## src/rtl/core/pctcc_pkg.sv

```systemverilog
// Package for the point transform, crop and colorize core.
// Holds field widths, register indexes, the shared body_t struct and helper functions.
// No dependencies.
`default_nettype none
package pctcc_pkg;

  localparam int COORD_BITS = 24;
  localparam int COEF_BITS  = 18;
  localparam int COEF_FRAC  = COEF_BITS - 2;
  localparam int OFF_BITS   = 20;
  localparam int ROW_BITS   = 3 * COEF_BITS;
  localparam int OFFV_BITS  = 3 * OFF_BITS;
  localparam int CFG_DW     = 60;
  localparam int CFG_AW     = 3;
  localparam int COLOR_BITS = 24;
  // product of coordinate and coefficient, and a three-term sum with offset
  localparam int PROD_BITS  = COORD_BITS + COEF_BITS;
  localparam int ACC_BITS   = PROD_BITS + 3;
  localparam int QDEPTH     = 4;
  localparam int QPTR_BITS  = 2;

  localparam logic [CFG_AW-1:0] REG_EXTR_ROW0 = 3'd0;
  localparam logic [CFG_AW-1:0] REG_EXTR_ROW1 = 3'd1;
  localparam logic [CFG_AW-1:0] REG_EXTR_ROW2 = 3'd2;
  localparam logic [CFG_AW-1:0] REG_EXTR_OFF  = 3'd3;
  localparam logic [CFG_AW-1:0] REG_ODOM_ROW0 = 3'd4;
  localparam logic [CFG_AW-1:0] REG_ODOM_ROW1 = 3'd5;
  localparam logic [CFG_AW-1:0] REG_ODOM_ROW2 = 3'd6;
  localparam logic [CFG_AW-1:0] REG_ODOM_EN   = 3'd7;

  localparam logic [ROW_BITS-1:0] ROW0_RST = ROW_BITS'(1) << COEF_FRAC;
  localparam logic [ROW_BITS-1:0] ROW1_RST = ROW_BITS'(1) << (COEF_FRAC + COEF_BITS);
  localparam logic [ROW_BITS-1:0] ROW2_RST = ROW_BITS'(1) << (COEF_FRAC + 2 * COEF_BITS);

  localparam logic signed [COORD_BITS-1:0] CROP_LIM = COORD_BITS'(3 * 4096);

  typedef logic signed [COORD_BITS-1:0] coord_t;
  typedef logic [ROW_BITS-1:0] row_t;

  // body-frame point handed from the front part to the back part
  typedef struct packed {
    coord_t bx;
    coord_t by;
    coord_t bz;
    logic   keep;
    logic   last;
  } body_t;

  // round half up at COEF_FRAC and saturate to the coordinate range
  function automatic coord_t round_sat(input logic signed [ACC_BITS-1:0] acc);
    logic signed [ACC_BITS-1:0] r;
    logic signed [ACC_BITS-1:0] hi;
    logic signed [ACC_BITS-1:0] lo;
    r  = (acc + (ACC_BITS'(1) <<< (COEF_FRAC - 1))) >>> COEF_FRAC;
    hi = ACC_BITS'((64'sd1 <<< (COORD_BITS - 1)) - 1);
    lo = -hi - ACC_BITS'(1);
    if (r > hi) return coord_t'(hi);
    else if (r < lo) return coord_t'(lo);
    else return coord_t'(r);
  endfunction

  function automatic logic signed [COEF_BITS-1:0] coef(input row_t row, input int j);
    return row[COEF_BITS*j +: COEF_BITS];
  endfunction

endpackage
`default_nettype wire

```

## src/rtl/core/pctcc_queue.sv

```systemverilog
// Short FIFO between front and back parts.
// Carries body_t entries. Uses pctcc_pkg.
`default_nettype none
module pctcc_queue import pctcc_pkg::*; (
  input  wire logic  clk,
  input  wire logic  rst_n,
  input  wire logic  wr_en,
  input  wire body_t wr_data,
  input  wire logic  rd_en,
  output body_t      rd_data,
  output logic       not_empty,
  output logic [QPTR_BITS:0] count
);

  body_t                mem_r [QDEPTH];
  logic [QPTR_BITS-1:0] wp_r;
  logic [QPTR_BITS-1:0] rp_r;
  logic [QPTR_BITS:0]   cnt_r;

  // write entries
  always_ff @(posedge clk) begin
    if (wr_en) mem_r[wp_r] <= wr_data;
  end

  // advance pointers
  always_ff @(posedge clk) begin
    if (!rst_n) begin
      wp_r  <= '0;
      rp_r  <= '0;
      cnt_r <= '0;
    end else begin
      if (wr_en) wp_r <= wp_r + 1'b1;
      if (rd_en) rp_r <= rp_r + 1'b1;
      cnt_r <= cnt_r + (QPTR_BITS + 1)'(wr_en) - (QPTR_BITS + 1)'(rd_en);
    end
  end

  assign rd_data   = mem_r[rp_r];
  assign not_empty = (cnt_r != '0);
  assign count     = cnt_r;

endmodule
`default_nettype wire

```

## config.mk

```make
export PLATFORM = sky130hd
export DESIGN_NAME = pctcc_queue
export DESIGN_NICKNAME = d
export VERILOG_FILES = /design/src/rtl/core/pctcc_pkg.sv /design/src/rtl/core/pctcc_queue.sv
export SDC_FILE = /design/constraint.sdc
export NUM_CORES = 1
export LEC_CHECK = 0
export ABC_AREA = 1
export BUFFER_PORTS_ARGS = -buffer_cell sky130_fd_sc_hd__buf_2
export CAP_MARGIN = 20
export CORE_MARGIN = 2
export CORE_UTILIZATION = 50
export DETAILED_ROUTE_END_ITERATION = 10
export GPL_ROUTABILITY_DRIVEN = 1
export HOLD_SLACK_MARGIN = 0.03
export PLACE_DENSITY = 0.71
export SLEW_MARGIN = 20
export SYNTH_ARGS = -nofsm -noshare
export SYNTH_HDL_FRONTEND = slang
export SYNTH_SLANG_ARGS = --single-unit
```

## constraint.sdc

```tcl
create_clock -name clk -period 3.4 [get_ports clk]
set_input_delay 0 -clock clk [delete_from_list [all_inputs] [get_ports clk]]
set_output_delay 0 -clock clk [all_outputs]
set_load 0.1 [all_outputs]
```

==> run_summary.xml, run 1 <==
<?xml version="1.0" encoding="UTF-8"?>
<metrics>
  <group name="final_layout">
    <metric name="n_fill_cell" unit="">1852</metric>
    <metric name="area_of_the_multi_input_gates" unit="µm²">2078</metric>
    <metric name="stdcell_area" unit="µm²">14850</metric>
    <metric name="layout-area-overhead-vs-synth" unit="%">22.38</metric>
    <metric name="sequential_cell_area" unit="µm²">9076</metric>
    <metric name="fin_nets" unit="">1227</metric>
    <metric name="final_cell_mix" unit="">sky130_fd_sc_hd__edfxtp_1, sky130_fd_sc_hd__inv_1, sky130_fd_sc_hd__nand2_1</metric>
    <metric name="layout.cells.most_common" unit="">sky130_fd_sc_hd__edfxtp_1</metric>
    <metric name="fraction_of_layout_cells_with_a_size_suffix_above_1" unit="">0.1844</metric>
    <metric name="finish.utilization" unit="">0.6161</metric>
  </group>
  <group name="setup_path">
    <metric name="timing.critical_path.arrival" unit="ns">2.56</metric>
    <metric name="cp.required" unit="ns">3.40</metric>
    <metric name="critPathCaptureType" unit="">output pin</metric>
    <metric name="worst-path-max-fanout" unit="">86</metric>
    <metric name="criticalPathCategory" unit="">register to output pin</metric>
    <metric name="start_kind" unit="">register</metric>
  </group>
  <group name="timing">
    <metric name="layout_setup_ws" unit="ns">0.8363</metric>
    <metric name="final_max_slew_viol_count" unit="">0</metric>
    <metric name="fmax" unit="MHz">390.1</metric>
    <metric name="share_of_the_cycle_needed_by_the_critical_path_after_routing" unit="">0.7540</metric>
    <metric name="min_period" unit="ns">2.564</metric>
    <metric name="rsz0062_at_grt" unit="">no</metric>
    <metric name="worst_pin_slew" unit="ns">1.063</metric>
    <metric name="max-slew-margin-rel" unit="">0.2912</metric>
    <metric name="final.setup_skew" unit="ns">0.01339</metric>
    <metric name="finalSetupViolations" unit="">0</metric>
    <metric name="setup_total_negative_slack" unit="ns">0</metric>
    <metric name="hold_violation_count_in_the_final_report" unit="">0</metric>
  </group>
  <group name="global_route">
    <metric name="number_of_global_route_vias_before_repair" unit="">7105</metric>
    <metric name="grt.overflow.total" unit="">0</metric>
    <metric name="grt_antenna_before_repair" unit="">1</metric>
    <metric name="grt_max_degree" unit="">141</metric>
    <metric name="grt_usage" unit="">0.1806</metric>
    <metric name="first_pass_grt_wire_length" unit="µm">36800</metric>
  </group>
  <group name="route">
    <metric name="wl_per_cell" unit="µm">15.62</metric>
    <metric name="detail_route.wirelength" unit="µm">23290</metric>
    <metric name="drc_errors" unit="">0</metric>
    <metric name="tritonroute_pass_1_iters" unit="">5</metric>
    <metric name="post_drt_via_cell_ratio" unit="">4.958</metric>
    <metric name="route.antenna.remaining_nets" unit="">0</metric>
    <metric name="detailedRoute.firstIterationViolations" unit="">574</metric>
    <metric name="vias" unit="">7393</metric>
  </group>
  <group name="pwr">
    <metric name="comb_pwr_share" unit="">0.190</metric>
    <metric name="power.density_cell_area" unit="nW/µm²">632.6</metric>
    <metric name="power_switching_share" unit="">0.3004</metric>
    <metric name="sequentialPowerShare" unit="">0.465</metric>
    <metric name="vdd_ir_drop_max" unit="mV">0.5482</metric>
    <metric name="pwr-share-clk" unit="">0.345</metric>
    <metric name="report.power.total" unit="mW">9.396</metric>
    <metric name="p_int" unit="mW">6.573</metric>
    <metric name="p_leak" unit="nW">5.819</metric>
    <metric name="netSwitchingPower" unit="mW">2.823</metric>
  </group>
  <group name="worst_hold_path">
    <metric name="min_path_type" unit="">primary input to register</metric>
  </group>
  <group name="place">
    <metric name="placed_area" unit="µm²">13080</metric>
    <metric name="weighted_congestion_reported_at_the_end_of_routability_driven_placement" unit="">0.7320</metric>
    <metric name="placement.setup.worst_slack" unit="ns">1.392</metric>
    <metric name="port-buffer-count" unit="">155</metric>
    <metric name="dp.final_hpwl" unit="µm">12890</metric>
  </group>
  <group name="floorplanning">
    <metric name="fp.coreArea" unit="µm²">24110</metric>
    <metric name="num_io_pins" unit="">156</metric>
    <metric name="core.rowCount" unit="">57</metric>
    <metric name="start_util" unit="">0.5034</metric>
    <metric name="dieArea" unit="µm²">25530</metric>
    <metric name="die_h" unit="µm">159.8</metric>
    <metric name="die_x" unit="µm">159.8</metric>
  </group>
  <group name="synthesis">
    <metric name="number_of_unique_standard_cell_types_used_by_synthesis" unit="">18</metric>
    <metric name="postSynthAreaPerCell" unit="µm²">13.23</metric>
    <metric name="postSynthNetCount" unit="">1002</metric>
    <metric name="synth-async-reset-ratio" unit="">0</metric>
    <metric name="yosys_warnings" unit="">0</metric>
    <metric name="synth-edff-count" unit="">296</metric>
    <metric name="synth.ff_latch_count" unit="">305</metric>
    <metric name="netlist_area" unit="µm²">12140</metric>
    <metric name="netlist_instances" unit="">917</metric>
    <metric name="ys_dominant_reg_cell" unit="">sky130_fd_sc_hd__edfxtp_1</metric>
    <metric name="ys_seq_area_frac" unit="">0.7473</metric>
  </group>
  <group name="clocking">
    <metric name="ctsHtreeMaxLevel" unit="">1</metric>
    <metric name="cts.clk_slew.worst_paths" unit="ns">0.06</metric>
    <metric name="cts.root.buffer_cell" unit="">sky130_fd_sc_hd__clkbuf_16</metric>
    <metric name="clock_latency" unit="ns">0.54</metric>
    <metric name="ctsLongestPathBuffers" unit="">3</metric>
    <metric name="clock_sinks" unit="">305</metric>
    <metric name="cts-buffers-inserted" unit="">30</metric>
    <metric name="tritoncts" unit="">done</metric>
  </group>
  <group name="job">
    <metric name="cap_violations" unit="">0</metric>
  </group>
  <group name="status">
    <metric name="status" unit="">finished clean</metric>
  </group>
</metrics>
## power by group through the flow
stage	Clock (mW)	Combinational, mW	Sequential [mW]
after floorplan	0	1.37	4.49
after global placement	0	1.70	4.44
after detailed placement	0	1.72	4.45
after CTS	3.31	1.80	4.37
after global routing	3.46	1.88	4.38
final	3.24	1.78	4.37
## registers in the layout (all words and copies together), names as in the netlist, named ones only
signal / cells
count: 3
rp_r: 2
mem_r: 296
wp_r: 2
## critical path, cell delays in order (launching register included)
cell and delay (ns):
sky130_fd_sc_hd__dfxtp_4 0.98, sky130_fd_sc_hd__buf_12 0.30, sky130_fd_sc_hd__o211ai_1 0.14, sky130_fd_sc_hd__nand2_1 0.12
sky130_fd_sc_hd__buf_2 0.43
## synth_stat cells (3+ instances only)
library cell,instances,share of area
sky130_fd_sc_hd__buf_2,22,0.0091
sky130_fd_sc_hd__dfxtp_1,9,0.015
sky130_fd_sc_hd__o21ai_0,48,0.020
sky130_fd_sc_hd__buf_6,21,0.019
sky130_fd_sc_hd__a21oi_1,80,0.033
sky130_fd_sc_hd__o211ai_1,68,0.042
sky130_fd_sc_hd__inv_1,163,0.050
sky130_fd_sc_hd__o21ai_1,30,0.012
sky130_fd_sc_hd__o211ai_2,6,0.0062
sky130_fd_sc_hd__clkbuf_2,3,0.0012
sky130_fd_sc_hd__edfxtp_1,296,0.73
sky130_fd_sc_hd__ha_1,6,0.0062
sky130_fd_sc_hd__nand2_1,158,0.049
## per-stage QoR
step	cells	hold WS (ns)
2_1_floorplan	917	0.09191
3_3_place_gp	1356	0.2155
3_5_place_dp	1356	0.2180
4_1_cts	1490	0.1930
5_1_grt	1491	0.2046
6_report	1491	0.2110
## layer usage
metal,global-route usage,vias up,share of wire
li1,-,3642,-
met1,0.2413,3530,0.42
met2,0.3111,193,0.50
met3,0.03247,28,0.061
met4,0.04259,0,0.015
met5,0,-,0
## worst paths after layout
kind	start	endpoint	slack [ns]	depth (start not counted)
worst max-delay path	register	rd_data[35]	0.84	4
worst min-delay path	wr_data[67]	mem_r[1][67]$_DFFE_PP_	0.21	2
worst max register to register	wp_r[1]$_SDFFE_PN0P_	mem_r[1][42]$_DFFE_PP_	1.48	5
worst min register to register	rp_r[1]$_SDFFE_PN0P_	register	0.46	2
## timing repair
action	in CTS	in global routing
buffers inserted	0	0
hold buffers	78	0
resized for setup	0	0
endpoints found under the hold margin	305	0
## cells by family after synthesis
kind of cell	count (synthesis)	share of synthesized area
AO/OA/AOI/OAI	232	0.1134
adder cells (fa/ha/maj)	7	0.007836
buffers and inverters	212	0.08145
flip-flops	305	0.7473
AND/OR/NAND/NOR	161	0.05000
## final cells by class
cell class,instances,share of cell area
flip-flops and latches,305,0.6111
repair buffers,242,0.1138
multi-input cells,400,0.1399
inverters,163,0.04153
diodes,1,0.0001685
clock inverters,20,0.01264
clock buffers,36,0.05350
well taps,324,0.02730
Power figures use the tool's default switching activity.
==> run 2: changes to the inputs <==
PLACE_DENSITY = 0.73   (was 0.71)
clock period = 2.1 ns   (was 3.4 ns; I/O delays follow)
==> run_summary.xml, run 2 (same netlist as run 1, synthesis figures left out) <==
<?xml version="1.0" encoding="UTF-8"?>
<metrics>
  <group name="global_route">
    <metric name="grt_usage" unit="">0.1817</metric>
    <metric name="number_of_global_route_vias_before_repair" unit="">7333</metric>
    <metric name="grt_max_degree" unit="">117</metric>
    <metric name="first_pass_grt_wire_length" unit="µm">36960</metric>
    <metric name="grt.overflow.total" unit="">0</metric>
    <metric name="grt_antenna_before_repair" unit="">0</metric>
  </group>
  <group name="route">
    <metric name="route.antenna.remaining_nets" unit="">0</metric>
    <metric name="vias" unit="">7428</metric>
    <metric name="tritonroute_pass_1_iters" unit="">4</metric>
    <metric name="wl_per_cell" unit="µm">15.57</metric>
    <metric name="post_drt_via_cell_ratio" unit="">4.945</metric>
    <metric name="drc_errors" unit="">0</metric>
    <metric name="detailedRoute.firstIterationViolations" unit="">441</metric>
    <metric name="detail_route.wirelength" unit="µm">23390</metric>
  </group>
  <group name="clocking">
    <metric name="clock_latency" unit="ns">0.53</metric>
    <metric name="cts.root.buffer_cell" unit="">sky130_fd_sc_hd__clkbuf_16</metric>
    <metric name="clock_sinks" unit="">305</metric>
    <metric name="tritoncts" unit="">done</metric>
    <metric name="cts.clk_slew.worst_paths" unit="ns">0.06</metric>
    <metric name="ctsHtreeMaxLevel" unit="">1</metric>
    <metric name="ctsLongestPathBuffers" unit="">3</metric>
    <metric name="cts-buffers-inserted" unit="">30</metric>
  </group>
  <group name="final_layout">
    <metric name="most_flop_heavy_register" unit="">mem_r</metric>
    <metric name="layout-area-overhead-vs-synth" unit="%">31.01</metric>
    <metric name="largest_register_ffs" unit="">296</metric>
    <metric name="final_cell_mix" unit="">sky130_fd_sc_hd__edfxtp_1, sky130_fd_sc_hd__inv_1, sky130_fd_sc_hd__nand2_1</metric>
    <metric name="n_fill_cell" unit="">1698</metric>
    <metric name="layout.cells.most_common" unit="">sky130_fd_sc_hd__edfxtp_1</metric>
    <metric name="layout.cells.non_filler" unit="">1502</metric>
    <metric name="fin_nets" unit="">1241</metric>
    <metric name="diodes" unit="">0</metric>
    <metric name="fraction_of_layout_cells_with_a_size_suffix_above_1" unit="">0.1995</metric>
  </group>
  <group name="pwr">
    <metric name="p_leak" unit="nW">6.192</metric>
    <metric name="power.density_cell_area" unit="nW/µm²">970.7</metric>
    <metric name="vdd_ir_drop_max" unit="mV">0.7559</metric>
    <metric name="report.power.total" unit="mW">15.43</metric>
  </group>
  <group name="timing">
    <metric name="worst_pin_slew" unit="ns">0.4925</metric>
    <metric name="hold_violation_count_in_the_final_report" unit="">0</metric>
    <metric name="finalSetupViolations" unit="">0</metric>
    <metric name="final_max_slew_viol_count" unit="">0</metric>
    <metric name="layout_setup_ws" unit="ns">0.07349</metric>
    <metric name="min_period" unit="ns">2.027</metric>
    <metric name="final.setup_skew" unit="ns">0.007279</metric>
    <metric name="setup_total_negative_slack" unit="ns">0</metric>
    <metric name="share_of_the_cycle_needed_by_the_critical_path_after_routing" unit="">0.9650</metric>
    <metric name="max-slew-margin-rel" unit="">0.6739</metric>
    <metric name="fmax" unit="MHz">493.5</metric>
    <metric name="rsz0062_at_grt" unit="">yes</metric>
  </group>
  <group name="setup_path">
    <metric name="longest_individual_stage_delay_on_the_worst_path" unit="ns">0.48</metric>
    <metric name="critPathCaptureType" unit="">output pin</metric>
    <metric name="critical_path_s_slowest_cell" unit="">sky130_fd_sc_hd__dfxtp_4</metric>
    <metric name="crit_path_cell_trace" unit="">buf_16, nand2_1, o211ai_1, nand2_1, buf_12</metric>
    <metric name="worst-path-max-fanout" unit="">116</metric>
    <metric name="timing.critical_path.mode_cell" unit="">sky130_fd_sc_hd__nand2_1</metric>
    <metric name="criticalPathCategory" unit="">register to output pin</metric>
    <metric name="startpoint_of_the_worst_register_to_register_path" unit="">wp_r[1]$_SDFFE_PN0P_</metric>
    <metric name="worstRegToRegCells" unit="">5</metric>
    <metric name="timing.critical_path.arrival" unit="ns">2.03</metric>
    <metric name="cp.required" unit="ns">2.10</metric>
    <metric name="start_kind" unit="">register</metric>
    <metric name="critical_path.reg2reg.endpoint" unit="">mem_r[1][70]$_DFFE_PP_</metric>
    <metric name="reg2reg_slack" unit="ns">0.50</metric>
    <metric name="timing.critical_path.to" unit="">rd_data[52]</metric>
  </group>
  <group name="floorplanning">
    <metric name="core.rowCount" unit="">57</metric>
    <metric name="die_x" unit="µm">159.8</metric>
    <metric name="fp.coreArea" unit="µm²">24110</metric>
    <metric name="die_h" unit="µm">159.8</metric>
    <metric name="dieArea" unit="µm²">25530</metric>
    <metric name="num_io_pins" unit="">156</metric>
    <metric name="start_util" unit="">0.5034</metric>
  </group>
  <group name="place">
    <metric name="numPlacedInstances" unit="">1367</metric>
    <metric name="weighted_congestion_reported_at_the_end_of_routability_driven_placement" unit="">0.7105</metric>
    <metric name="dp.final_hpwl" unit="µm">13650</metric>
    <metric name="placement.setup.worst_slack" unit="ns">0.4423</metric>
    <metric name="port-buffer-count" unit="">155</metric>
  </group>
  <group name="worst_hold_path">
    <metric name="min_path_type" unit="">primary input to register</metric>
  </group>
  <group name="status">
    <metric name="status" unit="">finished clean</metric>
  </group>
  <group name="job">
    <metric name="cap_violations" unit="">0</metric>
  </group>
</metrics>
-- run 2: changes by cell type in the layout (fill, tap and decap cells not counted), moves of 3 or more --
cell,change
sky130_fd_sc_hd__buf_12,+65
sky130_fd_sc_hd__buf_2,-57
sky130_fd_sc_hd__bufinv_16,-3
sky130_fd_sc_hd__clkinvlp_4,+3
sky130_fd_sc_hd__dfxtp_1,-3
sky130_fd_sc_hd__dfxtp_2,+3
sky130_fd_sc_hd__nand2_1,-3
sky130_fd_sc_hd__nand2_2,+3
-- run 2: through the flow --
stage	utilization	area, µm²	hold slack [ns]
6_report	0.6596	15900	0.2183
4_1_cts	0.6573	15850	0.1861
5_1_grt	0.6596	15900	0.2021
3_5_place_dp	0.5870	14150	0.2173
3_3_place_gp	0.5870	14150	0.2143
2_1_floorplan	-	12160	0.09191
-- run 2: worst min-delay path by stage --
stage                startpoint                      to  slack [ns]  depth (start not counted)
floorplan                 rd_en                register        0.09                          1
global placement    wr_data[59]  mem_r[1][59]$_DFFE_PP_        0.21                          1
detailed placement  wr_data[10]  mem_r[3][10]$_DFFE_PP_        0.22                          1
CTS                 wr_data[69]  mem_r[1][69]$_DFFE_PP_        0.19                          2
global route        wr_data[69]  mem_r[3][69]$_DFFE_PP_        0.20                          2
finish              wr_data[57]  mem_r[0][57]$_DFFE_PP_        0.22                          2
-- run 2: final cells by class --
class	instances	area, µm²	area share
multi-input combinational	400	2086	0.1312
inverter	163	626.9	0.03943
sequential	305	9080	0.5711
clock inverter	16	92.59	0.005824
clock buffer	38	802.0	0.05044
tap	324	405.4	0.02550
timing repair buffer	256	2806	0.1765
-- run 2: metal layers --
layer  vias up  part of all wire  GRT usage
met2       185              0.51     0.3186
met5         -                 0          0
met1      3543              0.42     0.2336
met4         0             0.023    0.05979
li1       3662                 -          -
met3        38             0.046    0.02779
-- run 2: worst max-delay path, delay by kind of cell (launching register included) --
kind | cells | cell delay [ns]
AOI/OAI and AO/OA | 1 | 0.12
buffers and inverters | 2 | 0.53
DFF | 1 | 0.48
and+or+nand+nor | 2 | 0.25
-- run 2: repair_timing --
item                                   4_1_cts  5_1_grt
setup buffers                                1        2
setup endpoints to repair                   63       47
endpoints found under the hold margin      306        0
resized for setup                            0        8
pin swaps                                    0        4
hold buffers                                78        0
-- run 2: report_power, final --
| group | switching (mW) | internal [mW] |
|---|---|---|
| Sequential | 0.0821 | 6.96 |
| Clock | 2.04 | 2.79 |
| Combinational | 2.50 | 1.06 |
| Total | 4.62 | 10.8 |
